<file path="src/rtl/gbt_pkg.sv">
package gbt_pkg;

  localparam int MAX_NODES = 64;
  localparam int MAX_EDGES = 256;
  localparam int NODE_W    = $clog2(MAX_NODES);
  localparam int NCNT_W    = NODE_W + 1;
  localparam int EDGE_W    = $clog2(MAX_EDGES);
  localparam int ECNT_W    = EDGE_W + 1;

  localparam logic [1:0] OP_ADD  = 2'd0;
  localparam logic [1:0] OP_TRAV = 2'd1;
  localparam logic [1:0] OP_CLR  = 2'd2;

  localparam logic [1:0] ST_VISIT = 2'd0;
  localparam logic [1:0] ST_OK    = 2'd1;
  localparam logic [1:0] ST_FULL  = 2'd2;
  localparam logic [1:0] ST_BAD   = 2'd3;

  // per node list: first and last edge index
  typedef struct packed {
    logic [EDGE_W-1:0] head;
    logic [EDGE_W-1:0] tail;
  } node_ent_t;

  // edge store entry: link to next edge plus target node
  typedef struct packed {
    logic              nil;
    logic [EDGE_W-1:0] nxt;
    logic [NODE_W-1:0] tgt;
  } edge_ent_t;

  // queue or stack entry: node and its next edge to follow
  typedef struct packed {
    logic              nil;
    logic [EDGE_W-1:0] edge_idx;
    logic [NODE_W-1:0] node;
  } work_ent_t;

  // sequencer to result stage
  typedef struct packed {
    logic              req;
    logic              fin;
    logic [NODE_W-1:0] node;
    logic [1:0]        status;
  } emit_req_t;

  // result stage back to sequencer
  typedef struct packed {
    logic can_emit;
    logic fin_done;
  } emit_ack_t;

  typedef enum logic [12:0] {
    S_IDLE   = 13'b0000000000001,
    S_A_WR   = 13'b0000000000010,
    S_A_LINK = 13'b0000000000100,
    S_SWEEP  = 13'b0000000001000,
    S_B_POP  = 13'b0000000010000,
    S_B_NODE = 13'b0000000100000,
    S_B_HEAD = 13'b0000001000000,
    S_B_EDGE = 13'b0000010000000,
    S_D_PUSH = 13'b0000100000000,
    S_D_TOP  = 13'b0001000000000,
    S_D_LOAD = 13'b0010000000000,
    S_D_EDGE = 13'b0100000000000,
    S_FINISH = 13'b1000000000000
  } state_t;

endpackage

</file>
<file path="src/rtl/gbt_if.sv">


interface gbt_out_if;
  logic                      valid;
  logic                      ready;
  logic [gbt_pkg::NODE_W-1:0] node;
  logic [1:0]                status;
  logic                      last;

  modport source(output valid, node, status, last, input ready);
  modport sink(input valid, node, status, last, output ready);
endinterface

</file>
<file path="src/rtl/gbt_emit.sv">
module gbt_emit (
  input  logic                clk,
  input  logic                rst_n,
  input  gbt_pkg::emit_req_t  req,
  output gbt_pkg::emit_ack_t  ack,
  gbt_out_if.source           out_if
);

  logic                       pend_v_r, pend_v_nxt;
  logic [gbt_pkg::NODE_W-1:0] pend_node_r, pend_node_nxt;
  logic [1:0]                 pend_st_r, pend_st_nxt;
  logic                       out_v_r, out_v_nxt;
  logic [gbt_pkg::NODE_W-1:0] out_node_r, out_node_nxt;
  logic [1:0]                 out_st_r, out_st_nxt;
  logic                       out_last_r, out_last_nxt;
  logic                       out_free, push_mid, push_last;

  assign out_free = !out_v_r || out_if.ready;
  assign ack.can_emit = !pend_v_r || out_free;
  assign ack.fin_done = !pend_v_r || out_free;
  assign push_mid  = req.req && pend_v_r && out_free;
  assign push_last = req.fin && pend_v_r && out_free;

  // hold one item back so the final one can be marked last
  always_comb begin
    pend_v_nxt    = pend_v_r;
    pend_node_nxt = pend_node_r;
    pend_st_nxt   = pend_st_r;
    out_v_nxt     = out_v_r;
    out_node_nxt  = out_node_r;
    out_st_nxt    = out_st_r;
    out_last_nxt  = out_last_r;
    if (req.req && ack.can_emit) begin
      pend_v_nxt    = 1'b1;
      pend_node_nxt = req.node;
      pend_st_nxt   = req.status;
    end else if (push_last) begin
      pend_v_nxt = 1'b0;
    end
    if (push_mid || push_last) begin
      out_v_nxt    = 1'b1;
      out_node_nxt = pend_node_r;
      out_st_nxt   = pend_st_r;
      out_last_nxt = push_last;
    end else if (out_if.ready) begin
      out_v_nxt = 1'b0;
    end
  end

  always_ff @(posedge clk) begin
    if (!rst_n) begin
      pend_v_r <= 1'b0;
      out_v_r  <= 1'b0;
    end else begin
      pend_v_r <= pend_v_nxt;
      out_v_r  <= out_v_nxt;
    end
    pend_node_r <= pend_node_nxt;
    pend_st_r   <= pend_st_nxt;
    out_node_r  <= out_node_nxt;
    out_st_r    <= out_st_nxt;
    out_last_r  <= out_last_nxt;
  end

  assign out_if.valid  = out_v_r;
  assign out_if.node   = out_node_r;
  assign out_if.status = out_st_r;
  assign out_if.last   = out_last_r;

endmodule

</file>
<file path="src/flat_wrapper.sv">
// flat-port wrapper written by rule: the top's interface ports become plain ports
module gbt_emit_flat 
  (clk, rst_n, req, ack, out_if_valid, out_if_node, out_if_status, out_if_last, out_if_ready);
  gbt_out_if out_if_i ();
  input  logic clk;
  input  logic rst_n;
  input  gbt_pkg::emit_req_t req;
  output gbt_pkg::emit_ack_t ack;
  output wire logic [$bits(out_if_i.valid)-1:0] out_if_valid;
  output wire logic [$bits(out_if_i.node)-1:0] out_if_node;
  output wire logic [$bits(out_if_i.status)-1:0] out_if_status;
  output wire logic [$bits(out_if_i.last)-1:0] out_if_last;
  input wire logic [$bits(out_if_i.ready)-1:0] out_if_ready;
  assign out_if_valid = out_if_i.valid;
  assign out_if_node = out_if_i.node;
  assign out_if_status = out_if_i.status;
  assign out_if_last = out_if_i.last;
  assign out_if_i.ready = out_if_ready;
  gbt_emit u_core (.clk(clk), .rst_n(rst_n), .req(req), .ack(ack), .out_if(out_if_i));
endmodule
</file>
<file path="config.mk">
export PLATFORM = sky130hd
export DESIGN_NAME = gbt_emit_flat
export DESIGN_NICKNAME = d
export VERILOG_FILES = /design/src/rtl/gbt_pkg.sv /design/src/rtl/gbt_if.sv /design/src/rtl/gbt_emit.sv /design/src/flat_wrapper.sv
export SDC_FILE = /design/constraint.sdc
export NUM_CORES = 1
export LEC_CHECK = 0
export BUFFER_PORTS_ARGS = -buffer_cell sky130_fd_sc_hd__buf_2
export CORE_MARGIN = 2
export CORE_UTILIZATION = 44
export CTS_CLUSTER_DIAMETER = 30
export CTS_CLUSTER_SIZE = 8
export DETAILED_ROUTE_END_ITERATION = 8
export PLACE_DENSITY = 0.73
export SLEW_MARGIN = 15
export SYNTH_ARGS = -nofsm -noshare
export SYNTH_HDL_FRONTEND = slang
export SYNTH_SLANG_ARGS = --single-unit
export TNS_END_PERCENT = 50
</file>
<file path="constraint.sdc">
create_clock -name clk -period 1.8 [get_ports clk]
set_input_delay 0.09 -clock clk [delete_from_list [all_inputs] [get_ports clk]]
set_output_delay 0.09 -clock clk [all_outputs]
set_load 0.02 [all_outputs]
</file>
; ---- Yosys cells after proc, flatten, opt, wreduce, memory -nomap -nowiden
; Cells that the tools add are included.
[word_totals]
mem_bits_rw = 0
regBits = 19
mem_count = 0
romBits = 0
inputBits = 13
out_inout_bits = 12
latchBits = 0
[classes]
n_lt_le_gt_ge = 0
n_bitwise = 0
n_mul = 0
n_eq_ne = 0
n_reduce_logical = 12
div = 0
addsub = 0
shift = 0
n_mux = 4
[op_table]
columns = op, n
row1 = 1-bit logical AND, 5
row2 = 1-bit 2-to-1 mux, 4
row3 = 2-bit nonzero test, 2
row4 = 1-bit logical OR, 3
row5 = 1-bit logical NOT, 2

; ---- Logic depth before layout (Yosys ltp)
; Gate-level depths: netlist of run 1.
[logic_depth]
depth_word = 5
mapped_depth = 3
ltp_nobuf = 2

; ---- Worst setup path before layout of run 1
; OpenSTA, ideal clock, no wires.
[synth_path]
path_kind = register to register
startpoint = register u_core.out_v_r, in the netlist u_core.out_if.valid
endpoint = register u_core.pend_node_r[0] (netlist name) (enable)
slack_ns = 0.407
path_buffers = 0
arrival_time_ns = 1.017
required_ns = 1.425
setup_time_ns = 0.375
stages_incl_launch_ff = 3
period_less_slack_ns = 1.393
path_cell_list = dfxtp_1 -> nor2b_4 -> a21oi_1
[synth_between]
elab_chain_len = 4
[synth_lines]
columns = element, line_no
row1 = start: declaration, gbt_emit.sv:12  ; logic out_v_r, out_v_nxt;
row2 = start signal: assignment, gbt_emit.sv:56  ; out_v_r <= out_v_nxt;
row3 = 1-bit logical NOT, gbt_emit.sv:18  ; assign out_free = !out_v_r || out_if.ready;
row4 = 1-bit logical OR, gbt_emit.sv:18
row5 = 1-bit logical OR, gbt_emit.sv:19  ; assign ack.can_emit = !pend_v_r || out_free;
row6 = 1-bit logical AND, gbt_emit.sv:33  ; if (req.req && ack.can_emit) begin
row7 = end signal: assignment, gbt_emit.sv:58  ; pend_node_r <= pend_node_nxt;
row8 = end: declaration, gbt_emit.sv:10  ; logic [gbt_pkg::NODE_W-1:0] pend_node_r, pend_node_nxt;
; Every way passes these cells.
; A chain may end at the register's enable or synchronous reset.

==> results.sh, run 1 <==
export IMPL_cts_made_buffers=3
export IMPL_htree_levels=1
export IMPL_nNetsFinal=82
export IMPL_ys_warn_count=0
export IMPL_yosysSeqAreaShare_pct=87.1
export IMPL_final_cell_area_um2=886
export IMPL_setup_tns_ps=0
export IMPL_finalCriticalPeriod_ps=1170
export IMPL_grt_ovfl_total=0
export IMPL_placed_area_um2=778
export IMPL_die_area_mm2=0.00176
export IMPL_fillCellCount=93
export IMPL_grtUsageTotal_pct=12.6
export IMPL_crit_chain="nor2b_4, nand2_1, buf_2"
export IMPL_die_w_um=41.9
export IMPL_fp_dieH_um=41.9
export IMPL_ys_types=14
export IMPL_cts_sinks=19
export IMPL_avgSynthCellArea_um2=20.4
export IMPL_dpl_worst_slack_ps=718
export IMPL_fmax_mhz=852
export IMPL_wirelength_um=973
export IMPL_crit_fanout=3
export IMPL_path_buf_inv=1
export IMPL_dr_pass1_iters=4
export IMPL_routedWlPerCell_um=11.7
export IMPL_post_cts_buffers=0
export IMPL_core_area_mm2=0.00132
export IMPL_syn_area_um2=632
export IMPL_via_per_inst=4.65
export IMPL_num_antenna_cells=0
export IMPL_final_setup_skew_ps=2.21
export IMPL_clk_latency_ps=290
export IMPL_critical_path_class="reg2out"
export IMPL_rsz0062_at_grt="no"
export IMPL_grt_pass1_vias=350
export IMPL_finalHoldViolCount=0
export IMPL_start_kind="flip-flop"
export IMPL_drive_gt1_share_pct=47.1
export IMPL_cts_max_path_buffers=2
export IMPL_synth_seq_cells=19
export IMPL_syn_inst=31
export IMPL_p_total_uw=793
export IMPL_syn_nets=44
export IMPL_status="finished, final reports clean"
export IMPL_grt_pass1_wl_um=1540
export IMPL_fin_util_pct=67.2
export IMPL_synth_top_area_share_pct=80.8
export IMPL_max_stage_delay_ps=400
export IMPL_cp_end_kind="output pin"
export IMPL_slowest_stage="dfxtp_1"
export IMPL_ant_nets=0
export IMPL_start_util_pct=48.0
export IMPL_ioPinCount=25
export IMPL_drt_initial_drc_count=10
export IMPL_rows=13
export IMPL_syn2layout_area_growth_pct=40.2
export IMPL_peakVddDrop_uv=570
export IMPL_clkTransAtPathRegs_ps=100
export IMPL_vias=386
export IMPL_antenna_found_initial=0
export IMPL_slew_headroom_pct=88.6
export IMPL_layout_setup_ws_ps=626
export IMPL_min_period_over_period_pct=65.2
export IMPL_synthTopCellsByArea="edfxtp_1 (81%), dfxtp_1 (6.3%), nand2b_4 (2.2%)"
export IMPL_cpLargestDelayFamily="flip-flops"
export IMPL_hp_class="in2reg"
export IMPL_setup_viol=0
export IMPL_critPathArrivalTime_ps=1080
export IMPL_leakagePower_nw=0.363
export IMPL_worst_slew_pin_slew_ps=169
export IMPL_port_buffers=24
export IMPL_maxCapViolations=0
export IMPL_drc_errors=0
export IMPL_crit_required_ps=1710
export IMPL_cts_root_buf="clkbuf_4"
export IMPL_drv_slew=0
export IMPL_cts_tree="done"
export IMPL_globalplace_congestion=0.607
export IMPL_grt_max_degree=12
export IMPL_power_density_mw_per_mm2=895
export IMPL_synth_area_leader_cell="edfxtp_1"
-- path summary, 6_finish.rpt --
kind	from	to	slack, ps	depth (start not counted)
hold / removal	req[8]	u_core.pend_v_r$_SDFFE_PN0P_	10	2
setup reg to reg	u_core.pend_v_r$_SDFFE_PN0P_	u_core.out_if.node[0]$_DFFE_PP_	700	3
hold reg to reg	u_core.pend_st_r[1]$_DFFE_PP_	u_core.out_if.status[1]$_DFFE_PP_	430	0
setup / recovery	u_core.out_if.valid$_SDFFE_PN0P_	ack[1]	630	3
-- Yosys cell counts, drive strengths merged --
cell	n
edfxtp	17
a21boi	1
nor2b	1
buf	1
nand2	1
a31oi	1
nand2b	1
and3	1
o21ai	2
dfxtp	2
a21oi	1
nor2	1
inv	1
-- kinds of logic after synthesis --
| logic type | after synthesis | synth area share, % |
|---|---|---|
| compound gates | 5 | 4.55 |
| buf+inv | 2 | 1.78 |
| flops | 19 | 87.1 |
| simple gates | 5 | 6.53 |
-- final cells by class --
type | count | area [um^2] | area share [%]
multi-input cells | 10 | 70.1 | 7.91
flip-flops and latches | 19 | 551 | 62.1
clock inverters | 1 | 5.00 | 0.565
inverters | 1 | 3.75 | 0.424
well taps | 15 | 18.8 | 2.12
repair buffers | 34 | 215 | 24.3
clock buffers | 3 | 22.5 | 2.54
-- layer usage --
| metal | up-vias | wire length, um | GRT usage (%) |
|---|---|---|---|
| met5 | - | 0 | 0 |
| met4 | 0 | 14 | 7.74 |
| met3 | 2 | 77 | 4.78 |
| met2 | 20 | 500 | 21.6 |
| met1 | 174 | 380 | 12.7 |
| li1 | 190 | - | - |
-- flip-flops by register name, indices dropped and copies added (netlist names) --
name,count
u_core.pend_v_r,1
u_core.pend_node_r,6
u_core.out_if.last,1
u_core.pend_st_r,2
u_core.out_if.valid,1
u_core.out_if.status,2
u_core.out_if.node,6
-- per-stage QoR --
step	hold slack, ps	instances
3_5_place_dp	268	71
4_1_cts	1.46	83
2_1_floorplan	189	31
6_report	14.6	83
5_1_grt	8.75	83
3_3_place_gp	272	71
-- power breakdown --
group	leakage (nW)	internal, mW	switching (mW)
Clock	0.0177	0.0826	0.121
Sequential	0.178	0.506	0.00777
Combinational	0.168	0.0369	0.0380
-- cells in the final DEF (no fill, tap or decap) --
cell type and count:
dlygate4sd3_1 8, nand2_1 1, inv_1 1, o21ai_0 1
a21oi_1 1, a31oi_1 1, o21ai_1 1, edfxtp_1 17
buf_2 24, buf_4 2, nor2b_4 1, a21boi_0 1
dfxtp_1 2, nor2_1 1, clkbuf_4 3, clkinv_2 1
nand2b_4 1, and3_1 1
-- what timing repair did --
item | CTS | global route
resized for setup | 0 | 0
hold buffers | 8 | 0
endpoints found under the hold margin | 8 | 0
No activity file was read; power rests on OpenSTA's default activity.
==> run 2: changes to the inputs <==
ABC_AREA = 1   (was unset)
clock period = 1.2 ns   (was 1.8 ns; I/O delays follow)
==> run 2 against run 1 <==
  * Via count rose by 7.0%
  * Setup slack got worse by 530 ps
  * Combinational power increased by 64%
  * Total power grew 54%
  * Non-clock buffer count unchanged
  * Clock power rose by 58%
  * Worst hold slack better by 0.51 ps
  * Wire length grew 2.2%
  * Critical endpoint unchanged
  * Largest cell class unchanged
  * Largest power group unchanged
==> results.sh, run 2 <==
export IMPL_slowest_stage="dfxtp_2"
export IMPL_fmax_mhz=903
export IMPL_layout_commonest_cell="buf_2"
export IMPL_port_buffers=24
export IMPL_vias=413
export IMPL_leakagePower_nw=0.410
export IMPL_clkTransAtPathRegs_ps=110
export IMPL_synth_common_cells="edfxtp_1 (17), inv_1 (8), nand2_1 (6)"
export IMPL_setup_viol=0
export IMPL_hp_class="in2reg"
export IMPL_rsz0062_at_grt="no"
export IMPL_syn2layout_area_growth_pct=40.4
export IMPL_synth_seq_cells=19
export IMPL_synthSimpleGateAreaFrac_pct=6.05
export IMPL_start_kind="flip-flop"
export IMPL_reg2reg_to="u_core.pend_node_r[4]$_DFFE_PP_"
export IMPL_rr_worst_depth=5
export IMPL_grt_ovfl_total=0
export IMPL_drv_slew=0
export IMPL_cts_max_path_buffers=2
export IMPL_maxCapViolations=0
export IMPL_finalCriticalPeriod_ps=1110
export IMPL_post_cts_buffers=0
export IMPL_r2r_start="u_core.out_if.valid$_SDFFE_PN0P_"
export IMPL_avgSynthCellArea_um2=16.4
export IMPL_grt_pass1_wl_um=1530
export IMPL_slew_headroom_pct=86.4
export IMPL_syn_nets=52
export IMPL_dr_pass1_iters=5
export IMPL_grt_max_degree=11
export IMPL_cts_root_buf="clkbuf_4"
export IMPL_globalplace_congestion=0.818
export IMPL_die_w_um=42.2
export IMPL_cp_end_kind="output pin"
export IMPL_final_cell_mix="buf_2 (24), edfxtp_1 (17), dlygate4sd3_1 (9), inv_1 (7), nand2_1 (6)"
export IMPL_htree_levels=1
export IMPL_async_flop_share_pct=0
export IMPL_synthFlopType="edfxtp_1"
export IMPL_synth_top_family_by_area="simple AND/OR/NAND/NOR gates"
export IMPL_fillCellCount=92
export IMPL_via_per_inst=4.54
export IMPL_power_density_mw_per_mm2=1360
export IMPL_status="finished, final reports clean"
export IMPL_num_antenna_cells=0
export IMPL_routedWlPerCell_um=10.9
export IMPL_nNetsFinal=90
export IMPL_ant_nets=0
export IMPL_start_util_pct=48.0
export IMPL_finalHoldViolCount=0
export IMPL_synth_edf_count=17
export IMPL_die_area_mm2=0.00178
export IMPL_min_period_over_period_pct=92.3
export IMPL_worstSetupEndpoint="ack[1]"
export IMPL_grt_pass1_vias=345
export IMPL_max_stage_delay_ps=340
export IMPL_yosysSeqAreaShare_pct=85.9
export IMPL_synth_compound_area_share_pct=2.15
export IMPL_fp_dieH_um=42.2
export IMPL_fin_cells=91
export IMPL_yosys_cell_count_top_type="edfxtp_1"
export IMPL_synth_area_mux_share_pct=0
export IMPL_core_area_mm2=0.00133
export IMPL_rrSetupSlack_ps=110
export IMPL_final_cell_area_um2=900
export IMPL_rows=13
export IMPL_ys_warn_count=0
export IMPL_drive_gt1_share_pct=44.7
export IMPL_ys_types=9
export IMPL_cts_tree="done"
export IMPL_placed_area_um2=782
export IMPL_placed_cells=78
export IMPL_hpwlAfterDp_um=715
export IMPL_synthTopCellsByArea="edfxtp_1 (80%), dfxtp_1 (6.3%), inv_1 (4.7%)"
export IMPL_critical_path_class="reg2out"
export IMPL_clk_latency_ps=300
export IMPL_cts_made_buffers=3
export IMPL_grtUsageTotal_pct=12.2
export IMPL_cts_sinks=19
export IMPL_setup_worst_path_start="u_core.out_if.valid$_SDFFE_PN0P_"
export IMPL_synth_top_area_share_pct=79.7
export IMPL_critPathArrivalTime_ps=1050
export IMPL_peakVddDrop_uv=860
export IMPL_synth_area_leader_cell="edfxtp_1"
export IMPL_syn_inst=39
export IMPL_drc_errors=0
export IMPL_synth_xor_area_share_pct=0
export IMPL_antenna_found_initial=0
export IMPL_ioPinCount=25
export IMPL_wirelength_um=994
export IMPL_drt_initial_drc_count=11
export IMPL_crit_chain="nand2_2, inv_1, nand2_1, buf_2"
export IMPL_crit_fanout=3
export IMPL_crit_required_ps=1140
export IMPL_syn_area_um2=641
export IMPL_final_setup_skew_ps=9.49
export IMPL_synthAdderAreaFrac_pct=0
export IMPL_worst_slew_pin_slew_ps=203
-- run 2: power breakdown --
group          total (mW)  internal [mW]  switching (mW)
combinational       0.123         0.0561          0.0667
clock               0.323          0.130           0.193
sequential          0.773          0.763          0.0101
total                1.22          0.949           0.270
-- run 2: kinds of logic after synthesis --
family / after synthesis
DFF: 19
and+or+nand+nor: 9
buffers and inverters: 9
AOI/OAI and AO/OA: 2
-- run 2: repair_timing --
action | CTS | global route
endpoints found under the hold margin | 10 | 0
endpoints found under the setup margin | 0 | 10
resized for setup | 0 | 2
hold buffers | 9 | 0
-- run 2: routing by layer --
layer | GRT usage (%) | wire length [um]
met1 | 13.3 | 410
met2 | 19.4 | 490
met3 | 3.02 | 77
met4 | 11.3 | 16
met5 | 0 | 0
-- run 2: layout make-up --
type / count / area (um^2) / share of cell area [%]
Multi-Input combinational cell: 11 / 55.1 / 6.12
Inverter: 8 / 30.0 / 3.34
Clock buffer: 4 / 26.3 / 2.92
Tap cell: 15 / 18.8 / 2.09
Sequential cell: 19 / 552 / 61.3
Timing Repair Buffer: 34 / 218 / 24.2
-- run 2: worst min path at each step --
stage	startpoint	to	slack, ps	cells after the start
2_1_floorplan	rst_n	u_core.out_if.valid$_SDFFE_PN0P_	160	2
6_report	req[9]	u_core.pend_v_r$_SDFFE_PN0P_	20	3
4_1_cts	req[9]	u_core.pend_v_r$_SDFFE_PN0P_	20	3
5_1_grt	req[9]	u_core.pend_v_r$_SDFFE_PN0P_	20	3
3_5_place_dp	req[2]	u_core.pend_node_r[0]$_DFFE_PP_	240	1
3_3_place_gp	req[6]	u_core.pend_node_r[4]$_DFFE_PP_	240	1
-- run 2: per-stage QoR --
step	total power, mW	setup TNS [ps]	utilization [%]	hold slack (ps)	worst slack (ps)
finish	1.22	0	67.4	15.1	92.0
global route	1.26	0	67.4	16.6	25.1
CTS	1.21	0	67.4	22.9	21.2
detailed placement	0.890	0	58.6	239	34.4
global placement	0.885	0	58.6	238	106
floorplan	0.842	-828	-	158	-104
-- run 2: worst max-delay path, delay by kind of cell, from the launching register on --
| family | cells | cell delay (ps) |
|---|---|---|
| buffers and inverters | 2 | 240 |
| and+or+nand+nor | 2 | 170 |
| DFF | 1 | 340 |
