==> src/rtl/gbt_ram.sv <==
module gbt_ram #(
  parameter int WIDTH = 8,
  parameter int DEPTH = 64
) (
  input  logic                     clk,
  input  logic                     we,
  input  logic [$clog2(DEPTH)-1:0] waddr,
  input  logic [WIDTH-1:0]         wdata,
  input  logic                     re,
  input  logic [$clog2(DEPTH)-1:0] raddr,
  output logic [WIDTH-1:0]         rdata
);

  logic [WIDTH-1:0] mem [DEPTH];

  // write port and registered read; read data holds while re is low
  always_ff @(posedge clk) begin
    if (we) begin
      mem[waddr] <= wdata;
    end
    if (re) begin
      rdata <= mem[raddr];
    end
  end

endmodule

==> config.mk <==
export PLATFORM = sky130hd
export DESIGN_NAME = gbt_ram
export DESIGN_NICKNAME = d
export VERILOG_FILES = /design/src/rtl/gbt_ram.sv
export SDC_FILE = /design/constraint.sdc
export NUM_CORES = 1
export LEC_CHECK = 0
export BUFFER_PORTS_ARGS = -buffer_cell sky130_fd_sc_hd__buf_2
export CAP_MARGIN = 10
export CORE_ASPECT_RATIO = 1.25
export CORE_MARGIN = 4
export CORE_UTILIZATION = 55
export CTS_CLUSTER_DIAMETER = 100
export CTS_CLUSTER_SIZE = 24
export DETAILED_ROUTE_END_ITERATION = 6
export PLACE_DENSITY = 0.71
export SYNTH_ARGS = -nofsm -noshare
export SYNTH_HDL_FRONTEND = slang
export SYNTH_SLANG_ARGS = --single-unit
export TNS_END_PERCENT = 1
==> constraint.sdc <==
create_clock -name clk -period 5.5 [get_ports clk]
set_input_delay 0.55 -clock clk [delete_from_list [all_inputs] [get_ports clk]]
set_output_delay 0.55 -clock clk [all_outputs]
set_load 0.05 [all_outputs]
==> Word level (Yosys, flattened, before mapping) <==
Memory sizes are Yosys's and may differ from the RTL's. A register that Yosys moved wholly into a read port is not among the register bits.
Index checks and enable logic that the tools add are counted.
{ "totals": {"n_memories": 1, "inputBits": 23, "ramBits": 512, "register_bits": 0} }
{ "classes": {"mux": 2} }
{ "memory_table": {"columns": ["name", "words", "width", "rd", "rd_clocked_by_memory_dff", "wr", "line", "rtl"], "rows": [
  ["mem", 64, 8, 1, 1, 1, "14", "logic [WIDTH-1:0] mem [DEPTH];"]
]} }
{ "ops": {"columns": ["operator", "n"], "rows": [
  ["$mux 1", 2]
]} }

==> Depth between registers and ports, before layout <==
Gate-level depths: netlist of run 1.
{ "logic_depth": {"ltp_word": 2, "ltp_mapped": 9} }

==> Least setup slack after synthesis of run 1 <==
OpenSTA, ideal clock, no wires.
{ "synth_path": {"kind": "in2reg", "startpoint": "input port raddr[1]", "endpoint": "register rdata[3], read port of mem (data pin)", "setup_ns": 0.266, "n_path_buf": 3, "cell_stages": 7, "arrival_ns": 2.090, "path_slack_ns": 3.144, "path_cell_list": "buf_4 buf_2 buf_2 mux4_2 mux4_2 o21ai_1 o41ai_1"} }
{ "synth_rtl": {"columns": ["element", "line", "rtl"], "rows": [
  ["start, declared", "10", "input logic [$clog2(DEPTH)-1:0] raddr,"],
  ["end, declared", "11", "output logic [WIDTH-1:0] rdata"]
]} }

==> out/qor.log, run 1 <==
[outcome] outcome completed
[sta] transition time of the tightest slew-check pin 1.25 ns
[sta] Max Fclk 326 MHz
[clocking] number of levels in the clock H-tree 1
[clocking] number of buffers between clock root and the deepest sink 3
[die] chip width 180 um
[die] core area 36300 sq um
[place] number of port buffers 30
[place] Inst Count DP 1411
[place] DP HPWL 25.4 mm
[die] Top-Level Pins 31
[clocking] CTS resizes 0
[sta] fin crit period 3.06 ns
[synth] dominant synthesized flop cell sky130_fd_sc_hd__edfxtp_1
[synth] syn_nets 963
[sta] worst setup slack after layout 2.44 ns
[drt] number of vias per cell 6.50
[power_and_ir_drop] post-layout total power 6.75 mW
[synth] fraction of post-synthesis cell area in the top cell type by area 77.1%
[grt] global-route wire length before repair 63.8 mm
[clocking] number of buffers created by CTS 25
[final_layout] synth-to-layout area growth 5.85%
[clocking] number of post-CTS setup repair buffers 0
[final_layout] final net count 981
[sta] share of the clock period used by the worst path 55.7%
[die] die boundary height 223 um
[drt] number of vias after detailed routing 9342
[synth] fraction of registers with async set/reset 0%
[sta] Setup violations, final 0
[grt] total routing usage reported by global routing 21.4%
[worst_setup_path] data required time at the worst endpoint 5.80 ns
[clocking] cts hold-fix bufs 0
[grt] initial antenna violation count 0
[die] starting utilization of the core area 55.8%
[worst_setup_path] CP Max Fanout 73
[synth] synthesized netlist cell count 940
[worst_setup_path] Register-to-Register Path Depth 4
[worst_setup_path] reg-to-reg startpoint mem[46][2]
[power_and_ir_drop] IR Drop Worst-Case VDD 201 uV
[sta] worst clock skew 0.0254 ns
[drt] DRC violation count after routing 0
[clocking] later-pin clock latency in the skew report 0.56 ns
[power_and_ir_drop] LEAKAGE 6.46 nW
[synth] top-count cell post-synth sky130_fd_sc_hd__edfxtp_1
[die] Die Outline Area 40000 sq um
[worst_setup_path] Setup crit start raddr[0]
[synth] largest cells by area after synthesis sky130_fd_sc_hd__edfxtp_1 77%, sky130_fd_sc_hd__mux4_2 14%, sky130_fd_sc_hd__nor2_1 1.5%
[final_layout] Antenna Cells 0
[final_layout] non-filler cells in the finished layout 1437
[final_layout] fraction of layout instances using a drive strength above 1 21.8%
[place] Placer Congestion 0.791
[worst_setup_path] CP max-delay cell sky130_fd_sc_hd__clkbuf_8
[synth] flip-flop and latch count after synthesis 520
[worst_setup_path] Crit Path Category in2reg
[final_layout] post-route standard cell area excluding fillers 21400 sq um
[grt] GRT overflow 0
[sta] worst slew margin relative to its limit 16.8%
[worst_setup_path] cell-by-cell trace of the critical path clkbuf_8 > buf_12 > mux4_2 > mux4_2 > nor2_1 > o32ai_1
[power_and_ir_drop] areal power density over the cells 315 nW/um^2
[clocking] clock-pin slew on the worst setup and hold paths 0.10 ns
[place] instance area at placement 20800 sq um
[hold_path] HP Start re
[worst_setup_path] critical path arrival 3.36 ns
[grt] number of global-route vias before repair 9477
[synth] Commonest cells post-synth 520 x sky130_fd_sc_hd__edfxtp_1, 126 x sky130_fd_sc_hd__mux4_2, 83 x sky130_fd_sc_hd__nor2_1
[hold_path] Hold/Removal Path Class in2reg
[sta] Final Hold Slack 0.369 ns
[sta] unrepaired setup endpoints after global routing false
[drt] number of detailed-route iterations in the first pass 5
[grt] pin count of the biggest net entering global routing 74
[drt] post-detailed-route wirelength per cell 29.5 um
[drt] final WL 42.4 mm
[hold_path] terminating pin of the worst hold path rdata[1]
[synth] total number of yosys warnings 0
[drt] number of antenna-violating nets in the routed design 0
[synth] EDFF count, synth 520
[synth] synthesized area per cell 21.5 sq um
[worst_setup_path] nature of the critical path startpoint input port
[final_layout] Fillers 2608
[sta] setup total negative slack 0 ns
[run] max-cap violation count 0
[final_layout] end-of-flow core utilization 59.0%
[worst_setup_path] Crit. End Element flop
[hold_path] cell depth of the worst min-delay path 1
[synth] sequential fraction of the synthesis area 77.1%
[clocking] clock tree sinks 520
[clocking] Clock Root Buffer sky130_fd_sc_hd__clkbuf_16
[worst_setup_path] Worst path max stage delay 0.67 ns
[sta] number of endpoints with negative hold slack in the final report 0
[worst_setup_path] Reg2Reg Setup Slack 3.42 ns
[synth] number of unique standard cell types used by synthesis 39
[die] # rows 78
[sta] Max Transition Viols Final 0
[synth] netlist area before placement 20200 sq um
[worst_setup_path] most repeated library cell on the critical path sky130_fd_sc_hd__mux4_2
[synth] top cell type by total area after synthesis sky130_fd_sc_hd__edfxtp_1
[drt] initial detailed-routing violation count 1083
[clocking] TritonCTS clock tree built
[place] Worst Setup Slack post-DPL 1.78 ns
[worst_setup_path] end of the worst register-to-register path rdata[2]
## area by class of cell
cell class	instances	area [sq um]	share of cell area, %
Clock buffer	25	626	2.92
Timing Repair Buffer	42	267	1.24
Sequential cell	520	15600	72.9
Tap cell	480	601	2.80
Multi-Input combinational cell	369	4320	20.1
Clock inverter	1	8.76	0.0409
## sequential cells by signal, summed over array words and instances, names as in the netlist
name / cells
mem: 512
rdata: 8
## how the worst max path moves through the flow
stage,to
after floorplan,rdata[3]
after global placement,rdata[6]
after detailed placement,rdata[6]
after CTS,rdata[6]
after global routing,rdata[6]
final,rdata[6]
## worst max-delay path, delay by kind of cell
family	cells	cell delay, ns
AO/OA/AOI/OAI	1	0.15
buffers and inverters	2	1.15
multiplexers	2	1.09
AND/OR/NAND/NOR	1	0.30
## where the power goes
part	switching, mW	total [mW]	internal [mW]
combinational	0.259	0.403	0.144
clock	1.12	1.94	0.818
sequential	0.0105	4.40	4.39
## routing by layer
layer | wire, um | part of all wire, % | track usage (%) | vias to the layer above
met5 | 0 | 0 | 0 | -
met4 | 1390 | 3.3 | 6.91 | 0
met3 | 2660 | 6.3 | 2.64 | 71
met2 | 22000 | 52 | 36.2 | 360
met1 | 16300 | 38 | 29.5 | 4987
li1 | - | - | - | 3924
## logic make-up after synthesis
group / count (synthesis) / share of synthesized area, %
compound gates: 54 / 2.06
buf+inv: 51 / 1.56
flops: 520 / 77.1
mux: 162 / 15.9
simple gates: 153 / 3.37
## cell usage in the layout, fill, tap and decap left out, drive strengths merged, types with 3 or more instances in the layout
cell     Yosys  layout
nand3       13      13
a221oi       6       6
nor2b       14      14
nand3b       3       3
o221ai       8       8
mux2        13      13
a211oi       4       4
a21oi        3       3
mux4       126     126
buf         34      41
nor3         7       7
nor2        83      83
o21ai        4       4
a22oi        3       3
nand2       19      19
o2bb2ai      3       3
o22ai        8       8
nand2b       7       7
edfxtp     520     520
o2111ai      3       3
clkbuf      17      26
mux2i       23      23
No activity file was read; power rests on OpenSTA's default activity.
==> run 2, diff against run 1 <==
==> constraint.sdc (replaced) <==
create_clock -name clk -period 3.09 [get_ports clk]
set_input_delay 0.309 -clock clk [delete_from_list [all_inputs] [get_ports clk]]
set_output_delay 0.309 -clock clk [all_outputs]
set_load 0.05 [all_outputs]
==> run 2 against run 1 <==
  * Non-clock buffer count rose by 69
  * Die area did not move
  * Wire length fell by 1.5%
  * Worst setup slack got worse by 1.6 ns
  * Cell area rose by 2.8%
  * Power rose by 78%
  * Clock-buffer cell count did not move
  * Clock skew fell by 0.0072 ns
  * First-iteration DRC count rose by 6.0%
  * Combinational power rose by 86%
  * Sequential power rose by 78%
==> out/qor.log, run 2 (synthesis gave the netlist of run 1 again) <==
[outcome] outcome completed
[final_layout] Biggest register mem
[drt] post-detailed-route wirelength per cell 27.7 um [-6.1%]
[sta] fin crit period 2.21 ns
[final_layout] synth-to-layout area growth 8.86%
[final_layout] number of flip-flops under the largest register name 512 [unchanged]
[clocking] number of buffers between clock root and the deepest sink 3 [unchanged]
[die] chip width 180 um [unchanged]
[die] Top-Level Pins 31 [unchanged]
[worst_setup_path] Setup crit start mem[29][4]
[die] Die Outline Area 40000 sq um [unchanged]
[sta] number of endpoints with negative hold slack in the final report 0 [unchanged]
[final_layout] largest registers ranked by flip-flop count mem: 512 flops, rdata: 8 flops
[sta] share of the clock period used by the worst path 71.5%
[place] number of port buffers 30 [unchanged]
[worst_setup_path] CP Max Fanout 1 [-99%]
[sta] worst slew margin relative to its limit 22.0% [+5.2 points]
[place] Placer Congestion 0.844 [+6.7%]
[sta] Max Fclk 452 MHz
[sta] Final Hold Slack 0.122 ns [-0.247 ns]
[sta] Max Transition Viols Final 0 [unchanged]
[place] instance area at placement 21400 sq um [+2.7%]
[sta] setup total negative slack 0 ns [unchanged]
[clocking] cts hold-fix bufs 0 [unchanged]
[final_layout] top library cells by usage in the layout, fill and taps aside 520 x sky130_fd_sc_hd__edfxtp_1, 126 x sky130_fd_sc_hd__mux4_2, 83 x sky130_fd_sc_hd__nor2_1, 75 x sky130_fd_sc_hd__buf_4, 27 x sky130_fd_sc_hd__buf_2
[final_layout] post-route standard cell area excluding fillers 22000 sq um [+2.8%]
[grt] global-route wire length before repair 63.4 mm [-0.68%]
[die] starting utilization of the core area 55.8% [unchanged]
[final_layout] Fillers 2550 [-2.2%]
[place] Worst Setup Slack post-DPL 0.352 ns [-1.43 ns]
[power_and_ir_drop] areal power density over the cells 544 nW/um^2 [+73%]
[worst_setup_path] Crit Path Category reg2reg
[worst_setup_path] Register-to-Register Path Depth 5 [+1]
[hold_path] Hold/Removal Path Class in2reg
[run] max-cap violation count 0 [unchanged]
[grt] pin count of the biggest net entering global routing 65 [-12%]
[sta] Setup violations, final 0 [unchanged]
[worst_setup_path] critical path arrival 2.52 ns [-0.84 ns]
[drt] final WL 41.7 mm [-1.5%]
[sta] unrepaired setup endpoints after global routing false
[clocking] number of levels in the clock H-tree 1 [unchanged]
[die] core area 36300 sq um [unchanged]
[sta] worst clock skew 0.0183 ns [-0.00717 ns]
[grt] total routing usage reported by global routing 21.0% [-0.35 points]
[drt] number of vias per cell 6.36 [-2.2%]
[hold_path] cell depth of the worst min-delay path 1 [unchanged]
[drt] initial detailed-routing violation count 1148 [+6.0%]
[clocking] later-pin clock latency in the skew report 0.56 ns [about the same]
[final_layout] fraction of layout instances using a drive strength above 1 27.1% [+5.3 points]
[final_layout] end-of-flow core utilization 60.7% [+1.7 points]
[clocking] clock-pin slew on the worst setup and hold paths 0.10 ns [about the same]
[clocking] Clock Root Buffer sky130_fd_sc_hd__clkbuf_16
[final_layout] most frequent standard cell in the layout excluding fill and tap cells sky130_fd_sc_hd__edfxtp_1
[grt] GRT overflow 0 [unchanged]
[worst_setup_path] data required time at the worst endpoint 3.40 ns [-2.40 ns]
[clocking] number of buffers created by CTS 25 [unchanged]
[sta] worst setup slack after layout 0.879 ns [-1.56 ns]
[drt] number of vias after detailed routing 9579 [+2.5%]
[die] die boundary height 223 um [unchanged]
[sta] transition time of the tightest slew-check pin 1.17 ns [-0.0775 ns]
[drt] number of antenna-violating nets in the routed design 0 [unchanged]
[clocking] number of post-CTS setup repair buffers 0 [unchanged]
[final_layout] final net count 1050 [+7.0%]
[grt] number of global-route vias before repair 9830 [+3.7%]
[worst_setup_path] nature of the critical path startpoint flop
[clocking] clock tree sinks 520 [unchanged]
[hold_path] HP Start re
[worst_setup_path] Crit. End Element flop
[place] DP HPWL 26.4 mm [+4.3%]
[power_and_ir_drop] IR Drop Worst-Case VDD 397 uV [+97%]
[worst_setup_path] reg-to-reg startpoint mem[29][4]
[clocking] TritonCTS clock tree built
[die] # rows 78 [unchanged]
[grt] initial antenna violation count 1 [+1]
[drt] number of detailed-route iterations in the first pass 5 [unchanged]
[clocking] CTS resizes 0 [unchanged]
[drt] DRC violation count after routing 0 [unchanged]
[power_and_ir_drop] LEAKAGE 6.86 nW [+6.1%]
## run 2: worst paths after layout
kind | end | slack, ns
max | rdata[4] | 0.88
min | rdata[2] | 0.12
max reg2reg | rdata[4] | 0.88
min reg2reg | rdata[0] | 0.95
## run 2: final cells by class
cell class              instances  area (sq um)  share of cell area (%)
flip-flops and latches        520         15600                    70.8
clock inverters                 1          8.76                  0.0397
multi-input cells             369          4320                    19.6
clock buffers                  25           626                    2.84
repair buffers                111           872                    3.96
diodes                          1          2.50                  0.0114
well taps                     480           601                    2.72
## run 2: worst max-delay path, cell delays in order (launching register included)
cell,delay (ns)
sky130_fd_sc_hd__edfxtp_1,0.38
sky130_fd_sc_hd__mux4_2,0.50
sky130_fd_sc_hd__mux2_2,0.29
sky130_fd_sc_hd__o221a_2,0.29
sky130_fd_sc_hd__nor3_1,0.36
sky130_fd_sc_hd__o32ai_1,0.14
## run 2: through the flow
| step | cells | total power [mW] |
|---|---|---|
| final | 1507 | 12.0 |
| after floorplan | 940 | 8.43 |
| after CTS | 1504 | 12.1 |
| after global routing | 1507 | 12.4 |
| after global placement | 1478 | 8.73 |
| after detailed placement | 1478 | 8.75 |
## run 2: routing by layer
layer,part of all wire [%],vias to the layer above,track usage (%)
met4,2.5,0,5.51
met3,6.9,57,2.60
met5,0,-,0
li1,-,4061,-
met1,39,5061,29.6
met2,51,400,35.6
## run 2: power breakdown
group,switching [mW],total [mW],internal [mW]
clock network,1.96,3.42,1.45
logic,0.461,0.749,0.288
registers,0.0193,7.83,7.81
==> run 3, diff against run 2 <==
--- a/config.mk
+++ b/config.mk
@@ -5,6 +5,7 @@
 export SDC_FILE = /design/constraint.sdc
 export NUM_CORES = 1
 export LEC_CHECK = 0
+export ABC_AREA = 1
 export BUFFER_PORTS_ARGS = -buffer_cell sky130_fd_sc_hd__buf_2
 export CAP_MARGIN = 10
 export CORE_ASPECT_RATIO = 1.25
==> constraint.sdc (replaced) <==
create_clock -name clk -period 2.3 [get_ports clk]
set_input_delay 0.23 -clock clk [delete_from_list [all_inputs] [get_ports clk]]
set_output_delay 0.23 -clock clk [all_outputs]
set_load 0.05 [all_outputs]
==> run 3 against run 2 <==
  * Worst hold slack got worse by 0.081 ns
  * Sequential cell count unchanged
  * Worst setup slack worse by 0.20 ns
  * Cell count increased by 56%
  * Cell area rose by 4.9%
  * Combinational power increased by 75%
  * Sequential power grew 34%
  * Critical endpoint is now rdata[2]
==> out/qor.log, run 3 <==
[place] Inst Count DP 2324 [+57%]
[synth] total number of yosys warnings 0 [unchanged]
[drt] number of detailed-route iterations in the first pass 5 [unchanged]
[synth] post-synthesis simple-gate area fraction 23.1% [+20 points]
[synth] fraction of registers with async set/reset 0% [unchanged]
[sta] Final Hold Slack 0.0410 ns [-0.0814 ns]
[drt] final WL 52.3 mm [+25%]
[outcome] outcome completed
[synth] combinational family with the most area after synthesis simple AND/OR/NAND/NOR gates
[grt] number of global-route vias before repair 13500 [+38%]
[synth] sequential fraction of the synthesis area 72.9% [-4.2 points]
[synth] top cell type by total area after synthesis sky130_fd_sc_hd__edfxtp_1
[synth] flip-flop and latch count after synthesis 520 [unchanged]
[sta] Setup violations, final 0 [unchanged]
[worst_setup_path] data required time at the worst endpoint 2.62 ns [-0.78 ns]
[final_layout] end-of-flow core utilization 60.3% [-0.42 points]
[clocking] CTS resizes 0 [unchanged]
[place] number of port buffers 30 [unchanged]
[final_layout] footprint of the multi-input gates 4950 sq um [+15%]
[sta] worst slew margin relative to its limit 25.0% [+3.0 points]
[synth] top-count cell post-synth sky130_fd_sc_hd__nand2_1
[final_layout] number of flip-flops under the largest register name 512 [unchanged]
[sta] number of endpoints with negative hold slack in the final report 0 [unchanged]
[worst_setup_path] nature of the critical path startpoint flop
[final_layout] largest registers ranked by flip-flop count mem: 512 flops, rdata: 8 flops
[final_layout] most frequent standard cell in the layout excluding fill and tap cells sky130_fd_sc_hd__nand2_1
[sta] transition time of the tightest slew-check pin 1.12 ns [-0.0457 ns]
[run] max-cap violation count 0 [unchanged]
[synth] largest cells by area after synthesis sky130_fd_sc_hd__edfxtp_1 73%, sky130_fd_sc_hd__nand2_1 11%, sky130_fd_sc_hd__nand3_1 10%
[synth] synthesized area per cell 11.9 sq um [-45%]
[sta] worst setup slack after layout 0.676 ns [-0.204 ns]
[synth] fraction of the mapped netlist area in compound gates 0% [-2.1 points]
[worst_setup_path] Crit. End Element flop
[final_layout] sequential standard cell area 15600 sq um [unchanged]
[place] Placer Congestion 0.882 [+4.5%]
[drt] number of antenna-violating nets in the routed design 0 [unchanged]
[final_layout] non-filler cells in the finished layout 2353 [+56%]
[synth] Commonest cells post-synth 648 x sky130_fd_sc_hd__nand2_1, 520 x sky130_fd_sc_hd__edfxtp_1, 439 x sky130_fd_sc_hd__nand3_1
[clocking] number of buffers between clock root and the deepest sink 3 [unchanged]
[die] die boundary height 229 um [+2.8%]
[final_layout] Fillers 2966 [+16%]
[clocking] clock-pin slew on the worst setup and hold paths 0.10 ns [about the same]
[clocking] number of buffers created by CTS 25 [unchanged]
[sta] unrepaired setup endpoints after global routing false
[place] Worst Setup Slack post-DPL 0.333 ns [-0.0191 ns]
[grt] GRT overflow 0 [unchanged]
[final_layout] synth-to-layout area growth 7.91%
[synth] fraction of the mapped netlist area in adder cells 0% [unchanged]
[grt] global-route wire length before repair 80.1 mm [+26%]
[power_and_ir_drop] part of the total power dissipated in the clock network 28.2% [-0.3 points]
[power_and_ir_drop] LEAKAGE 8.36 nW [+22%]
[power_and_ir_drop] Internal 12.8 mW [+34%]
[synth] dominant synthesized flop cell sky130_fd_sc_hd__edfxtp_1
[grt] total routing usage reported by global routing 24.7% [+3.7 points]
[synth] EDFF count, synth 520 [unchanged]
[drt] initial detailed-routing violation count 1601 [+39%]
[worst_setup_path] critical path arrival 1.95 ns [-0.57 ns]
[synth] number of unique standard cell types used by synthesis 15 [-62%]
[sta] worst clock skew 0.0327 ns [+0.0145 ns]
[die] Top-Level Pins 31 [unchanged]
[hold_path] Hold/Removal Path Class in2reg
[worst_setup_path] crit path capture rdata[2]
[synth] fraction of post-synthesis cell area in the top cell type by area 72.9% [-4.2 points]
[power_and_ir_drop] switching power summed over all nets 3.70 mW [+51%]
[sta] Max Transition Viols Final 0 [unchanged]
[power_and_ir_drop] IR Drop Worst-Case VDD 541 uV [+36%]
[clocking] Clock Root Buffer sky130_fd_sc_hd__clkbuf_16
[die] core area 38300 sq um [+5.6%]
[clocking] TritonCTS clock tree built
[worst_setup_path] reg-to-reg startpoint mem[35][2]
[worst_setup_path] Register-to-Register Path Depth 8 [+3]
[sta] setup total negative slack 0 ns [unchanged]
[power_and_ir_drop] sequential cell fraction of total power 63.8% [-1.5 points]
[die] # rows 80 [+2.6%]
[synth] netlist area before placement 21400 sq um [+5.8%]
[clocking] later-pin clock latency in the skew report 0.58 ns [+0.02 ns]
[final_layout] top library cells by usage in the layout, fill and taps aside 648 x sky130_fd_sc_hd__nand2_1, 520 x sky130_fd_sc_hd__edfxtp_1, 439 x sky130_fd_sc_hd__nand3_1, 91 x sky130_fd_sc_hd__buf_4, 56 x sky130_fd_sc_hd__nor2_1
[worst_setup_path] Crit Path Category reg2reg
[die] chip width 185 um [+2.7%]
[clocking] number of levels in the clock H-tree 1 [unchanged]
[final_layout] fraction of layout instances using a drive strength above 1 9.09% [-18 points]
[sta] Max Fclk 616 MHz [+36%]
[worst_setup_path] Setup crit start mem[35][2]
[power_and_ir_drop] sw frac 22.4% [+2.1 points]
[synth] multiplexer area fraction after synthesis 0% [-16 points]
[sta] share of the clock period used by the worst path 70.6% [-0.92 points]
[clocking] clock tree sinks 520 [unchanged]
[synth] XOR/XNOR share of the synthesized area 0% [unchanged]
[sta] fin crit period 1.62 ns [-0.586 ns]
[drt] number of vias after detailed routing 13900 [+45%]
[drt] number of vias per cell 5.92 [-6.9%]
[final_layout] final net count 1883 [+79%]
[synth] syn_nets 1828 [+90%]
[grt] pin count of the biggest net entering global routing 88 [+35%]
[die] starting utilization of the core area 55.9% [+0.10 points]
[place] DP HPWL 31.7 mm [+20%]
[drt] post-detailed-route wirelength per cell 22.2 um [-20%]
[power_and_ir_drop] areal power density over the cells 713 nW/um^2 [+31%]
[worst_setup_path] end of the worst register-to-register path rdata[2]
[grt] initial antenna violation count 3 [+2]
[synth] synthesized netlist cell count 1805 [+92%]
[worst_setup_path] CP Max Fanout 1 [unchanged]
[worst_setup_path] Reg2Reg Setup Slack 0.68 ns [-0.20 ns]
[drt] DRC violation count after routing 0 [unchanged]
[die] Die Outline Area 42200 sq um [+5.6%]
[final_layout] Biggest register mem
[power_and_ir_drop] share of total power in combinational logic 8.0% [+1.8 points]
## run 3: layout make-up
cell class                      count  area share (%)
Sequential cell                   520            67.6
Multi-Input combinational cell   1160            21.4
Timing Repair Buffer              141            5.39
Clock buffer                       25            2.71
Tap cell                          492            2.66
Inverter                           12           0.227
Clock inverter                      1          0.0379
Antenna cell                        2          0.0217
## run 3: metrics by stage
stage | total power [mW] | area (sq um)
after CTS | 16.5 | 23100
after detailed placement | 12.0 | 22500
after global placement | 12.0 | 22500
after floorplan | 11.5 | 21400
after global routing | 17.0 | 23100
final | 16.5 | 23100
## run 3: power groups by stage
stage,sequential [mW],clock [mW],combinational (mW)
floorplan,10.8,0,0.737
global placement,10.7,0,1.28
detailed placement,10.7,0,1.30
CTS,10.5,4.70,1.31
global route,10.5,5.06,1.42
finish,10.5,4.66,1.31
## run 3: worst min path at each step
stage / startpoint / endpoint / slack (ns) / depth (start not counted)
2_1_floorplan: wdata[0] / mem[0][0] / 0.33 / 0
3_3_place_gp: wdata[2] / mem[2][2] / 0.49 / 1
3_5_place_dp: wdata[2] / mem[2][2] / 0.49 / 1
4_1_cts: re / rdata[1] / 0.02 / 1
5_1_grt: re / rdata[1] / 0.03 / 1
6_report: re / rdata[0] / 0.04 / 1
## run 3: metal layers
layer | routed length (um) | vias up | track usage (%)
met2 | 26100 | 639 | 41.1
met3 | 4060 | 102 | 2.56
met4 | 1780 | 2 | 8.23
met1 | 20400 | 6765 | 34.5
met5 | 11 | - | 0
li1 | - | 6418 | -
## run 3: kinds of logic after synthesis
logic type / after synthesis
buf+inv: 125
flops: 520
simple gates: 1160
## run 3: repair_timing
action / in CTS / in global routing
hold endpoints to repair: 1 / 0
endpoints found under the setup margin: 0 / 0
setup buffers: 0 / 0
hold buffers: 1 / 0
## run 3: critical path: stages (launching register included)
cell	delay, ns
sky130_fd_sc_hd__edfxtp_1	0.39
sky130_fd_sc_hd__nand2_1	0.08
sky130_fd_sc_hd__nand3_1	0.11
sky130_fd_sc_hd__nand3_1	0.13
sky130_fd_sc_hd__nand2_1	0.07
sky130_fd_sc_hd__nand2_1	0.06
sky130_fd_sc_hd__nand3_1	0.19
sky130_fd_sc_hd__nand3_1	0.26
sky130_fd_sc_hd__nand2_1	0.07
